===== src/hw/rtl/odometry_linear_upsampler_defines.svh =====
// Assertion macros shared by the upsampler RTL.
`ifndef ODOMETRY_LINEAR_UPSAMPLER_DEFINES_SVH
`define ODOMETRY_LINEAR_UPSAMPLER_DEFINES_SVH

// Plain property, checked on every rising edge outside reset.
`define OUP_ASSERT(lbl, prop, msg) \
  lbl: assert property (@(posedge clk_i) disable iff (!rst_ni) (prop)) else $error(msg);

// Same-cycle implication.
`define OUP_ASSERT_IMP(lbl, ante, cons, msg) \
  lbl: assert property (@(posedge clk_i) disable iff (!rst_ni) (ante) |-> (cons)) \
    else $error(msg);

// Next-cycle implication.
`define OUP_ASSERT_NEXT(lbl, ante, cons, msg) \
  lbl: assert property (@(posedge clk_i) disable iff (!rst_ni) (ante) |=> (cons)) \
    else $error(msg);

`endif


===== src/hw/rtl/oup_pkg.sv =====
// Types and constants of the odometry upsampler.
package oup_pkg;

  localparam int MAX_FACTOR       = 63;
  localparam int FACTOR_W         = 6;
  localparam int INTERVAL_W       = 24;
  localparam int TIME_W           = 40;
  localparam int POS_W            = 32;
  localparam int DIFF_W           = POS_W + 1;
  localparam int ACC_W            = POS_W + 2;
  localparam int DIV_W            = 40;
  localparam int DIV_BITS_PER_CYC = 8;
  localparam int DIV_CYCLES       = DIV_W / DIV_BITS_PER_CYC;
  localparam int DIV_CNT_W        = $clog2(DIV_CYCLES + 1);
  localparam int CFG_IDX_W        = 1;

  localparam logic [FACTOR_W-1:0]   FACTOR_RESET   = 6'd4;
  localparam logic [INTERVAL_W-1:0] INTERVAL_RESET = 24'd25600;
  localparam logic [TIME_W-1:0]     TIME_MAX       = '1;

  localparam logic [CFG_IDX_W-1:0] CFG_INTERP_FACTOR  = 1'd0;
  localparam logic [CFG_IDX_W-1:0] CFG_FRAME_INTERVAL = 1'd1;

  typedef struct packed {
    logic signed [POS_W-1:0] sample_x;
    logic signed [POS_W-1:0] sample_y;
    logic signed [POS_W-1:0] sample_heading;
    logic                    is_final;
  } oup_in_t;

  typedef struct packed {
    logic signed [POS_W-1:0] out_x;
    logic signed [POS_W-1:0] out_y;
    logic signed [POS_W-1:0] out_heading;
    logic [TIME_W-1:0]       out_time;
    logic                    last_of_run;
  } oup_out_t;

  typedef enum logic [1:0] {
    ST_IDLE,
    ST_DIV,
    ST_EMIT,
    ST_FINAL
  } oup_state_e;

  // Controller to datapath
  typedef struct packed {
    logic load;      // input beat taken
    logic step;      // emit one interpolated point
    logic fin_emit;  // emit the final sample itself
  } oup_cmd_t;

  // Datapath to controller
  typedef struct packed {
    logic have_prev;
    logic sample_final;
    logic cur_final;
    logic div_busy;
    logic last_j;
    logic out_free;
  } oup_sts_t;

endpackage


===== src/hw/rtl/odometry_linear_upsampler.sv =====
// Top level of the odometry upsampler: controller plus datapath.
//
//   channel  direction  handshake                 payload
//   in       input      in_valid_i / in_ready_o   in_data_i   (oup_in_t)
//   out      output     out_valid_o / out_ready_i out_data_o  (oup_out_t)
//   cfg      input      cfg_valid_i / cfg_ready_o cfg_index_i, cfg_data_i
//
// First sample of a recording: no beats, or one beat of the sample itself
// if it is also final. Later samples: accept, then the three parallel
// dividers (8 quotient bits a cycle over 40 bits), a hand-over to the point
// loop, then one beat per cycle, while the output is free, for factor
// points (one for a factor of 0), plus one for a final sample.
// Output stalls hold the point loop; a new sample is taken once the last
// beat sits in the output register. Reset is asynchronous, active low.
module odometry_linear_upsampler import oup_pkg::*; (
  input  logic                  clk_i,
  input  logic                  rst_ni,
  input  logic                  in_valid_i,
  output logic                  in_ready_o,
  input  oup_in_t               in_data_i,
  output logic                  out_valid_o,
  input  logic                  out_ready_i,
  output oup_out_t              out_data_o,
  input  logic                  cfg_valid_i,
  output logic                  cfg_ready_o,
  input  logic [CFG_IDX_W-1:0]  cfg_index_i,
  input  logic [INTERVAL_W-1:0] cfg_data_i
);

  oup_cmd_t cmd;
  oup_sts_t sts;

  oup_ctrl u_ctrl (
    .clk_i,
    .rst_ni,
    .in_valid_i,
    .in_ready_o,
    .sts_i (sts),
    .cmd_o (cmd)
  );

  oup_dp u_dp (
    .clk_i,
    .rst_ni,
    .cfg_valid_i,
    .cfg_ready_o,
    .cfg_index_i,
    .cfg_data_i,
    .in_data_i,
    .out_valid_o,
    .out_ready_i,
    .out_data_o,
    .cmd_i (cmd),
    .sts_o (sts)
  );

endmodule


===== src/hw/rtl/oup_div.sv =====
// Restoring divider by a small unsigned divisor, several bits per cycle.
`include "odometry_linear_upsampler_defines.svh"

module oup_div import oup_pkg::*; (
  input  logic                clk_i,
  input  logic                rst_ni,
  input  logic                start_i,
  input  logic [DIV_W-1:0]    dividend_i,
  input  logic [FACTOR_W-1:0] divisor_i,
  output logic                busy_o,
  output logic [DIV_W-1:0]    quotient_o,
  output logic [FACTOR_W-1:0] remainder_o
);

  logic [DIV_W-1:0]     dq_q, dq_d;
  logic [FACTOR_W-1:0]  rem_q, rem_d;
  logic [FACTOR_W-1:0]  den_q;
  logic [DIV_CNT_W-1:0] cnt_q;
  logic                 busy_q;

  // dq holds the unconsumed dividend bits on top, quotient bits fill in below
  always_comb begin
    logic [FACTOR_W:0] trial;
    dq_d  = dq_q;
    rem_d = rem_q;
    trial = '0;
    for (int k = 0; k < DIV_BITS_PER_CYC; k++) begin
      trial = {rem_d, dq_d[DIV_W-1]};
      dq_d  = {dq_d[DIV_W-2:0], 1'b0};
      if (trial >= {1'b0, den_q}) begin
        trial   = trial - {1'b0, den_q};
        dq_d[0] = 1'b1;
      end
      rem_d = trial[FACTOR_W-1:0];
    end
  end

  always_ff @(posedge clk_i or negedge rst_ni) begin
    if (!rst_ni) begin
      cnt_q  <= '0;
      busy_q <= 1'b0;
    end else if (start_i) begin
      cnt_q  <= DIV_CNT_W'(DIV_CYCLES);
      busy_q <= 1'b1;
    end else if (busy_q) begin
      cnt_q  <= cnt_q - 1'b1;
      busy_q <= (cnt_q != DIV_CNT_W'(1));
    end
  end

  always_ff @(posedge clk_i) begin
    if (start_i) begin
      dq_q  <= dividend_i;
      rem_q <= '0;
      den_q <= divisor_i;
    end else if (busy_q) begin
      dq_q  <= dq_d;
      rem_q <= rem_d;
    end
  end

  assign busy_o      = busy_q;
  assign quotient_o  = dq_q;
  assign remainder_o = rem_q;

  `OUP_ASSERT_NEXT(a_div_start_busy, start_i, busy_q && cnt_q == DIV_CNT_W'(DIV_CYCLES), "divider did not start")
  `OUP_ASSERT_IMP(a_div_idle_cnt, !busy_q, cnt_q == '0, "divider idle with steps left")

endmodule


===== src/hw/rtl/oup_ctrl.sv =====
// Sequencing state machine of the odometry upsampler.
`include "odometry_linear_upsampler_defines.svh"

module oup_ctrl import oup_pkg::*; (
  input  logic     clk_i,
  input  logic     rst_ni,
  input  logic     in_valid_i,
  output logic     in_ready_o,
  input  oup_sts_t sts_i,
  output oup_cmd_t cmd_o
);

  oup_state_e state_q, state_d;

  always_comb begin
    state_d = state_q;
    unique case (state_q)
      ST_IDLE: begin
        if (cmd_o.load) begin
          if (sts_i.have_prev) begin
            state_d = ST_DIV;
          end else if (sts_i.sample_final) begin
            state_d = ST_FINAL;
          end
        end
      end
      ST_DIV: begin
        if (!sts_i.div_busy) begin
          state_d = ST_EMIT;
        end
      end
      ST_EMIT: begin
        if (cmd_o.step && sts_i.last_j) begin
          state_d = sts_i.cur_final ? ST_FINAL : ST_IDLE;
        end
      end
      ST_FINAL: begin
        if (cmd_o.fin_emit) begin
          state_d = ST_IDLE;
        end
      end
      default: state_d = ST_IDLE;
    endcase
  end

  always_comb begin
    in_ready_o     = (state_q == ST_IDLE);
    cmd_o.load     = in_valid_i && in_ready_o;
    cmd_o.step     = (state_q == ST_EMIT) && sts_i.out_free;
    cmd_o.fin_emit = (state_q == ST_FINAL) && sts_i.out_free;
  end

  always_ff @(posedge clk_i or negedge rst_ni) begin
    if (!rst_ni) begin
      state_q <= ST_IDLE;
    end else begin
      state_q <= state_d;
    end
  end

  `OUP_ASSERT_IMP(a_emit_after_div, state_q == ST_EMIT && $past(state_q) == ST_DIV, !$past(sts_i.div_busy), "points began before division ended")
  `OUP_ASSERT_NEXT(a_last_leaves_emit, cmd_o.step && sts_i.last_j, state_q != ST_EMIT, "segment overran its factor")
  `OUP_ASSERT_NEXT(a_final_to_idle, cmd_o.fin_emit, state_q == ST_IDLE, "final beat did not end the item")

endmodule


===== src/hw/rtl/oup_dp.sv =====
// Datapath: config registers, sample state, dividers, interpolation and output register.
module oup_dp import oup_pkg::*; (
  input  logic                  clk_i,
  input  logic                  rst_ni,
  input  logic                  cfg_valid_i,
  output logic                  cfg_ready_o,
  input  logic [CFG_IDX_W-1:0]  cfg_index_i,
  input  logic [INTERVAL_W-1:0] cfg_data_i,
  input  oup_in_t               in_data_i,
  output logic                  out_valid_o,
  input  logic                  out_ready_i,
  output oup_out_t              out_data_o,
  input  oup_cmd_t              cmd_i,
  output oup_sts_t              sts_o
);

  logic [FACTOR_W-1:0]   factor_q, f_eff;
  logic [INTERVAL_W-1:0] interval_q;

  oup_in_t           cur_q;
  logic [POS_W-1:0]  prev_x_q, prev_y_q, prev_h_q;
  logic              have_prev_q;
  logic [TIME_W-1:0] seg_q;

  logic [FACTOR_W-1:0]   j_q;
  logic [ACC_W-1:0]      qx_q, qy_q;
  logic [FACTOR_W-1:0]   rx_q, ry_q, rt_q;
  logic [INTERVAL_W-1:0] qt_q;

  oup_out_t out_q;
  logic     out_valid_q;

  logic [DIFF_W-1:0]   diff_x, diff_y;
  logic [DIV_W-1:0]    dvd_x, dvd_y, dvd_t, bias;
  logic [DIV_W-1:0]    quo_x, quo_y, quo_t;
  logic [FACTOR_W-1:0] rd_x, rd_y, rd_t;
  logic                busy_x, busy_y, busy_t, div_start;
  logic [ACC_W-1:0]    qd_x, qd_y;

  logic [FACTOR_W:0]   stp_x, stp_y, stp_t;
  logic [ACC_W-1:0]    qx_d, qy_d;
  logic [INTERVAL_W-1:0] qt_d;
  logic [TIME_W:0]     tsum, ssum;
  logic [TIME_W-1:0]   t_point, seg_adv;
  logic                last_j, out_free;
  oup_out_t            point;

  // {carry, new remainder} of one accumulation step
  function automatic logic [FACTOR_W:0] rem_step(logic [FACTOR_W-1:0] r,
                                                 logic [FACTOR_W-1:0] rd,
                                                 logic [FACTOR_W-1:0] f);
    logic [FACTOR_W:0] s;
    s = {1'b0, r} + {1'b0, rd};
    if (s >= {1'b0, f}) begin
      s = s - {1'b0, f};
      return {1'b1, s[FACTOR_W-1:0]};
    end
    return {1'b0, s[FACTOR_W-1:0]};
  endfunction

  always_comb begin
    if (factor_q == '0) begin
      f_eff = FACTOR_W'(1);
    end else if (factor_q > FACTOR_W'(MAX_FACTOR)) begin
      f_eff = FACTOR_W'(MAX_FACTOR);
    end else begin
      f_eff = factor_q;
    end
  end

  // Signed floor division made unsigned: add f * 2^33, strip it from the quotient
  assign diff_x = {in_data_i.sample_x[POS_W-1], in_data_i.sample_x}
                - {prev_x_q[POS_W-1], prev_x_q};
  assign diff_y = {in_data_i.sample_y[POS_W-1], in_data_i.sample_y}
                - {prev_y_q[POS_W-1], prev_y_q};
  assign bias   = DIV_W'({f_eff, {DIFF_W{1'b0}}});
  assign dvd_x  = {{(DIV_W-DIFF_W){diff_x[DIFF_W-1]}}, diff_x} + bias;
  assign dvd_y  = {{(DIV_W-DIFF_W){diff_y[DIFF_W-1]}}, diff_y} + bias;
  assign dvd_t  = DIV_W'(interval_q);
  assign div_start = cmd_i.load && have_prev_q;

  oup_div u_div_x (
    .clk_i, .rst_ni, .start_i(div_start), .dividend_i(dvd_x), .divisor_i(f_eff),
    .busy_o(busy_x), .quotient_o(quo_x), .remainder_o(rd_x)
  );
  oup_div u_div_y (
    .clk_i, .rst_ni, .start_i(div_start), .dividend_i(dvd_y), .divisor_i(f_eff),
    .busy_o(busy_y), .quotient_o(quo_y), .remainder_o(rd_y)
  );
  oup_div u_div_t (
    .clk_i, .rst_ni, .start_i(div_start), .dividend_i(dvd_t), .divisor_i(f_eff),
    .busy_o(busy_t), .quotient_o(quo_t), .remainder_o(rd_t)
  );

  assign qd_x = {~quo_x[ACC_W-1], quo_x[ACC_W-2:0]};
  assign qd_y = {~quo_y[ACC_W-1], quo_y[ACC_W-2:0]};

  always_comb begin
    stp_x = rem_step(rx_q, rd_x, f_eff);
    stp_y = rem_step(ry_q, rd_y, f_eff);
    stp_t = rem_step(rt_q, rd_t, f_eff);
    qx_d  = qx_q + qd_x + ACC_W'(stp_x[FACTOR_W]);
    qy_d  = qy_q + qd_y + ACC_W'(stp_y[FACTOR_W]);
    qt_d  = qt_q + quo_t[INTERVAL_W-1:0] + INTERVAL_W'(stp_t[FACTOR_W]);

    tsum    = {1'b0, seg_q} + (TIME_W+1)'(qt_q);
    t_point = tsum[TIME_W] ? TIME_MAX : tsum[TIME_W-1:0];
    ssum    = {1'b0, seg_q} + (TIME_W+1)'(interval_q);
    seg_adv = ssum[TIME_W] ? TIME_MAX : ssum[TIME_W-1:0];

    last_j   = (j_q == f_eff - 1'b1);
    out_free = !out_valid_q || out_ready_i;

    point.out_x       = prev_x_q + qx_q[POS_W-1:0];
    point.out_y       = prev_y_q + qy_q[POS_W-1:0];
    point.out_heading = prev_h_q;
    point.out_time    = t_point;
    point.last_of_run = last_j && !cur_q.is_final;
  end

  // Control and architectural state
  always_ff @(posedge clk_i or negedge rst_ni) begin
    if (!rst_ni) begin
      factor_q    <= FACTOR_RESET;
      interval_q  <= INTERVAL_RESET;
      prev_x_q    <= '0;
      prev_y_q    <= '0;
      prev_h_q    <= '0;
      have_prev_q <= 1'b0;
      seg_q       <= '0;
      j_q         <= '0;
      out_valid_q <= 1'b0;
    end else begin
      if (cfg_valid_i) begin
        unique case (cfg_index_i)
          CFG_INTERP_FACTOR:  factor_q   <= cfg_data_i[FACTOR_W-1:0];
          CFG_FRAME_INTERVAL: interval_q <= cfg_data_i;
          default: ;
        endcase
      end

      if (cmd_i.load) begin
        j_q <= '0;
        if (!have_prev_q && !in_data_i.is_final) begin
          prev_x_q    <= in_data_i.sample_x;
          prev_y_q    <= in_data_i.sample_y;
          prev_h_q    <= in_data_i.sample_heading;
          have_prev_q <= 1'b1;
        end
      end

      if (cmd_i.step) begin
        j_q <= j_q + 1'b1;
        if (last_j) begin
          seg_q <= seg_adv;
          if (!cur_q.is_final) begin
            prev_x_q <= cur_q.sample_x;
            prev_y_q <= cur_q.sample_y;
            prev_h_q <= cur_q.sample_heading;
          end
        end
      end

      if (cmd_i.fin_emit) begin
        prev_x_q    <= cur_q.sample_x;
        prev_y_q    <= cur_q.sample_y;
        prev_h_q    <= cur_q.sample_heading;
        have_prev_q <= 1'b0;
        seg_q       <= '0;
      end

      if (cmd_i.step || cmd_i.fin_emit) begin
        out_valid_q <= 1'b1;
      end else if (out_ready_i) begin
        out_valid_q <= 1'b0;
      end
    end
  end

  // Payload
  always_ff @(posedge clk_i) begin
    if (cmd_i.load) begin
      cur_q <= in_data_i;
      qx_q  <= '0;
      qy_q  <= '0;
      qt_q  <= '0;
      rx_q  <= '0;
      ry_q  <= '0;
      rt_q  <= '0;
    end else if (cmd_i.step) begin
      qx_q <= qx_d;
      qy_q <= qy_d;
      qt_q <= qt_d;
      rx_q <= stp_x[FACTOR_W-1:0];
      ry_q <= stp_y[FACTOR_W-1:0];
      rt_q <= stp_t[FACTOR_W-1:0];
    end

    if (cmd_i.step) begin
      out_q <= point;
    end else if (cmd_i.fin_emit) begin
      out_q.out_x       <= cur_q.sample_x;
      out_q.out_y       <= cur_q.sample_y;
      out_q.out_heading <= cur_q.sample_heading;
      out_q.out_time    <= seg_q;
      out_q.last_of_run <= 1'b1;
    end
  end

  assign cfg_ready_o = 1'b1;
  assign out_valid_o = out_valid_q;
  assign out_data_o  = out_q;

  always_comb begin
    sts_o.have_prev    = have_prev_q;
    sts_o.sample_final = in_data_i.is_final;
    sts_o.cur_final    = cur_q.is_final;
    sts_o.div_busy     = busy_x || busy_y || busy_t;
    sts_o.last_j       = last_j;
    sts_o.out_free     = out_free;
  end

endmodule

===== config.mk =====
export PLATFORM = sky130hd
export DESIGN_NAME = odometry_linear_upsampler
export DESIGN_NICKNAME = d
export VERILOG_FILES = /design/src/hw/rtl/oup_pkg.sv /design/src/hw/rtl/odometry_linear_upsampler.sv /design/src/hw/rtl/oup_div.sv /design/src/hw/rtl/oup_ctrl.sv /design/src/hw/rtl/oup_dp.sv
export VERILOG_INCLUDE_DIRS = /design/src /design/src/hw/rtl
export SDC_FILE = /design/constraint.sdc
export NUM_CORES = 2
export LEC_CHECK = 0
export ABC_AREA = 1
export ABC_CLOCK_PERIOD_IN_PS = 29500
export BUFFER_PORTS_ARGS = -buffer_cell sky130_fd_sc_hd__buf_2
export CORE_ASPECT_RATIO = 1.75
export CORE_MARGIN = 1.5
export CORE_UTILIZATION = 50
export CTS_CLUSTER_SIZE = 8
export DETAILED_ROUTE_END_ITERATION = 8
export PLACE_DENSITY = 0.66
export SLEW_MARGIN = 20
export SYNTH_ARGS = -nofsm -noshare
export SYNTH_HDL_FRONTEND = slang
export SYNTH_SLANG_ARGS = --single-unit

===== constraint.sdc =====
create_clock -name clk_i -period 29.5 [get_ports clk_i]
set_input_delay 5.9 -clock clk_i [delete_from_list [all_inputs] [get_ports clk_i]]
set_output_delay 5.9 -clock clk_i [all_outputs]
set_load 0.005 [all_outputs]

==> impl_metrics.json <==
{
  "seqCellArea_sq_um": 17800,
  "die_width_um": 237,
  "netlist_area_sq_um": 47900,
  "period_share_pct": 49.6,
  "fin_util_pct": 56.0,
  "netlist_instances": 6054,
  "crit_type": "reg2reg",
  "initial_core_util_pct": 50.3,
  "syn_to_final_growth_pct": 11.3,
  "avgViaCountPerCell": 5.54,
  "fp-row-count": 150,
  "synth_edf_count": 344,
  "fin_ws_ps": 14870,
  "yosysSeqAreaShare_pct": 37.2,
  "num-nets-final": 6925,
  "cts_root_buf": "clkbuf_16",
  "numPortBuffers": 265,
  "grt.overflow.total": 0,
  "start_kind": "register",
  "cts_buffer_depth": 3,
  "numCtsBuffers": 94,
  "worstMarginPinSlew_ps": 1090,
  "grt_pass1_vias": 42500,
  "drv_slew": 0,
  "final_cell_mix": "nand2_1, inv_1, o21ai_0, ha_1, a21oi_1",
  "wl_um": 143000,
  "hold_class": "reg2reg",
  "die_y_um": 413,
  "place_congestion": 0.925,
  "cts_tree": "built",
  "critPathCaptureType": "register",
  "drt_iter0_markers": 2291,
  "wl_per_cell_um": 18.8,
  "ys_types": 56,
  "cts.sinks": 672,
  "syn-num-nets": 6681,
  "max_freq_mhz": 68.4,
  "setup_tns_ps": 0,
  "hold_viol_final": 0,
  "drive_gt1_share_pct": 8.34,
  "cpPeakStageDelay_ps": 470,
  "grt_pass1_wl_um": 223000,
  "core_sq_um": 95300,
  "htree_num_levels": 3,
  "setup_viol": 0,
  "arrival_ps": 15210,
  "multi_input_area_sq_um": 26900,
  "drc": 0,
  "min_period_ps": 14630,
  "path_max_fanout": 23,
  "synthArstFlopShare_pct": 28.0,
  "skew_ps": 21.7,
  "die_area_sq_um": 97800,
  "place_ws_ps": 15020,
  "vias": 42100,
  "ys_ff_latch": 672,
  "grt_max_degree": 172,
  "yosysWarnings": 0,
  "final_common_cell": "nand2_1",
  "ant_nets": 0,
  "clk_latency_ps": 710,
  "status": "completed",
  "postCtsSetupBuffers": 0,
  "grt_usage_pct": 29.1,
  "clk_pin_slew_ps": 60,
  "slew_headroom_pct": 27.5,
  "required_ps": 30080,
  "io_pins": 267,
  "holdBufCountCts": 0,
  "dr.pass1.iters": 6,
  "dp_hpwl_um": 106000,
  "slowest_stage": "o21ai_0",
  "max_cap_viol_count": 0,
  "critPathMostFrequentCell": "nand2_1",
  "antenna_found_initial": 7,
  "cts_resized": 0,
  "rsz0062_at_grt": "false",
  "syn_area_per_cell_sq_um": 7.92,
  "fillers": 8948,
  "synthFlopType": "edfxtp_1"
}
area by class of cell:
cell class                      count  share of cell area, %
Antenna cell                        1                0.00469
Clock buffer                      171                   5.05
Clock inverter                      7                  0.178
Inverter                          720                   5.08
Multi-Input combinational cell   4509                   50.3
Sequential cell                   672                   33.4
Tap cell                         1216                   2.85
Timing Repair Buffer              301                   3.06
cell usage after synthesis (10+ instances only):
master	number	area share (%)
nand2_1	1545	12
inv_1	713	5.6
o21ai_0	632	6.6
ha_1	456	12
a21oi_1	388	4.1
nor2_1	346	2.7
edfxtp_1	344	22
nand3_1	247	2.6
dfrtp_1	184	9.6
xor2_1	163	3.0
xnor2_1	154	2.8
clkbuf_1	141	1.1
dfxtp_1	140	5.8
a31oi_1	95	1.2
nor3_1	45	0.47
fa_1	44	1.8
nand4_1	43	0.56
a22oi_1	40	0.63
o21a_1	24	0.38
o21bai_1	24	0.38
a21o_1	23	0.36
a21boi_0	22	0.34
o211ai_1	20	0.31
mux2_2	19	0.45
or2_2	16	0.21
a211oi_1	15	0.23
nand3_4	15	0.55
o31ai_1	14	0.22
o22ai_1	13	0.17
nand3_2	12	0.25
nand2_2	11	0.14
nor2_2	11	0.14
nor4_1	10	0.13
worst paths after layout:
check	to	slack, ps	cells after the start	startpoint
max	u_dp.u_div_t.remainder_o[3]	14870	86	u_dp.u_div_x.den_q[4]
min	u_dp.rt_q[5]	460	2	u_dp.rt_q[5]
max reg2reg	u_dp.u_div_t.remainder_o[3]	14870	86	u_dp.u_div_x.den_q[4]
min reg2reg	u_dp.rt_q[5]	460	2	u_dp.rt_q[5]
max in group asynchronous	u_dp.prev_y_q[17]	22250	3	rst_ni
min in group asynchronous	u_dp.seg_q[18]	5280	1	rst_ni
critical path: cells and delay by family, from the launching register on:
kind	cells	cell delay (ps)
simple gates	32	3540
buf+inv	13	1440
compound gates	33	6350
flops	1	360
fa+ha+maj	8	2790
routing by layer:
| layer | wire length [um] | GRT usage, % | vias to the layer above |
|---|---|---|---|
| met5 | 55 | 0 | - |
| met4 | 7470 | 15.0 | 8 |
| met3 | 6320 | 4.27 | 375 |
| met2 | 74900 | 55.3 | 1024 |
| met1 | 53700 | 31.0 | 19800 |
| li1 | - | - | 20900 |
registers in the layout, summed over array words and instances (netlist names), 6 cells and up:
name                      cells
u_dp.out_data_o             137
u_dp.cur_q                   96
u_dp.seg_q                   40
u_dp.u_div_t.quotient_o      40
u_dp.u_div_x.quotient_o      40
u_dp.u_div_y.quotient_o      40
u_dp.prev_h_q                32
u_dp.prev_x_q                32
u_dp.prev_y_q                32
u_dp.qx_q                    32
u_dp.qy_q                    32
u_dp.interval_q              24
u_dp.qt_q                    24
u_dp.factor_q                 6
u_dp.j_q                      6
u_dp.rt_q                     6
u_dp.rx_q                     6
u_dp.ry_q                     6
u_dp.u_div_t.remainder_o      6
u_dp.u_div_x.den_q            6
u_dp.u_div_x.remainder_o      6
u_dp.u_div_y.remainder_o      6
cells by family (layout without fill, tap and decap cells):
family,Yosys count,after routing,share of synthesized area (%)
DFF,672,672,37.2
buffers and inverters,873,1199,6.89
other,1,2,0.00782
AOI/OAI and AO/OA,1338,1338,15.4
and+or+nand+nor,2334,2334,20.5
xor gates and xnor gates,317,317,5.79
muxes,19,19,0.446
adders and majority gates,500,500,13.7
stage by stage:
step / instance area, sq um / hold slack [ps] / std cells
6_report: 53400 / 462 / 7597
5_1_grt: 53400 / 480 / 7597
4_1_cts: 53300 / 461 / 7596
3_5_place_dp: 50600 / 451 / 7418
3_3_place_gp: 50600 / 444 / 7418
2_1_floorplan: 47900 / 430 / 6054
Power is not shown: default switching activity piles up to over one toggle a cycle in this logic, so the estimate is an artifact.
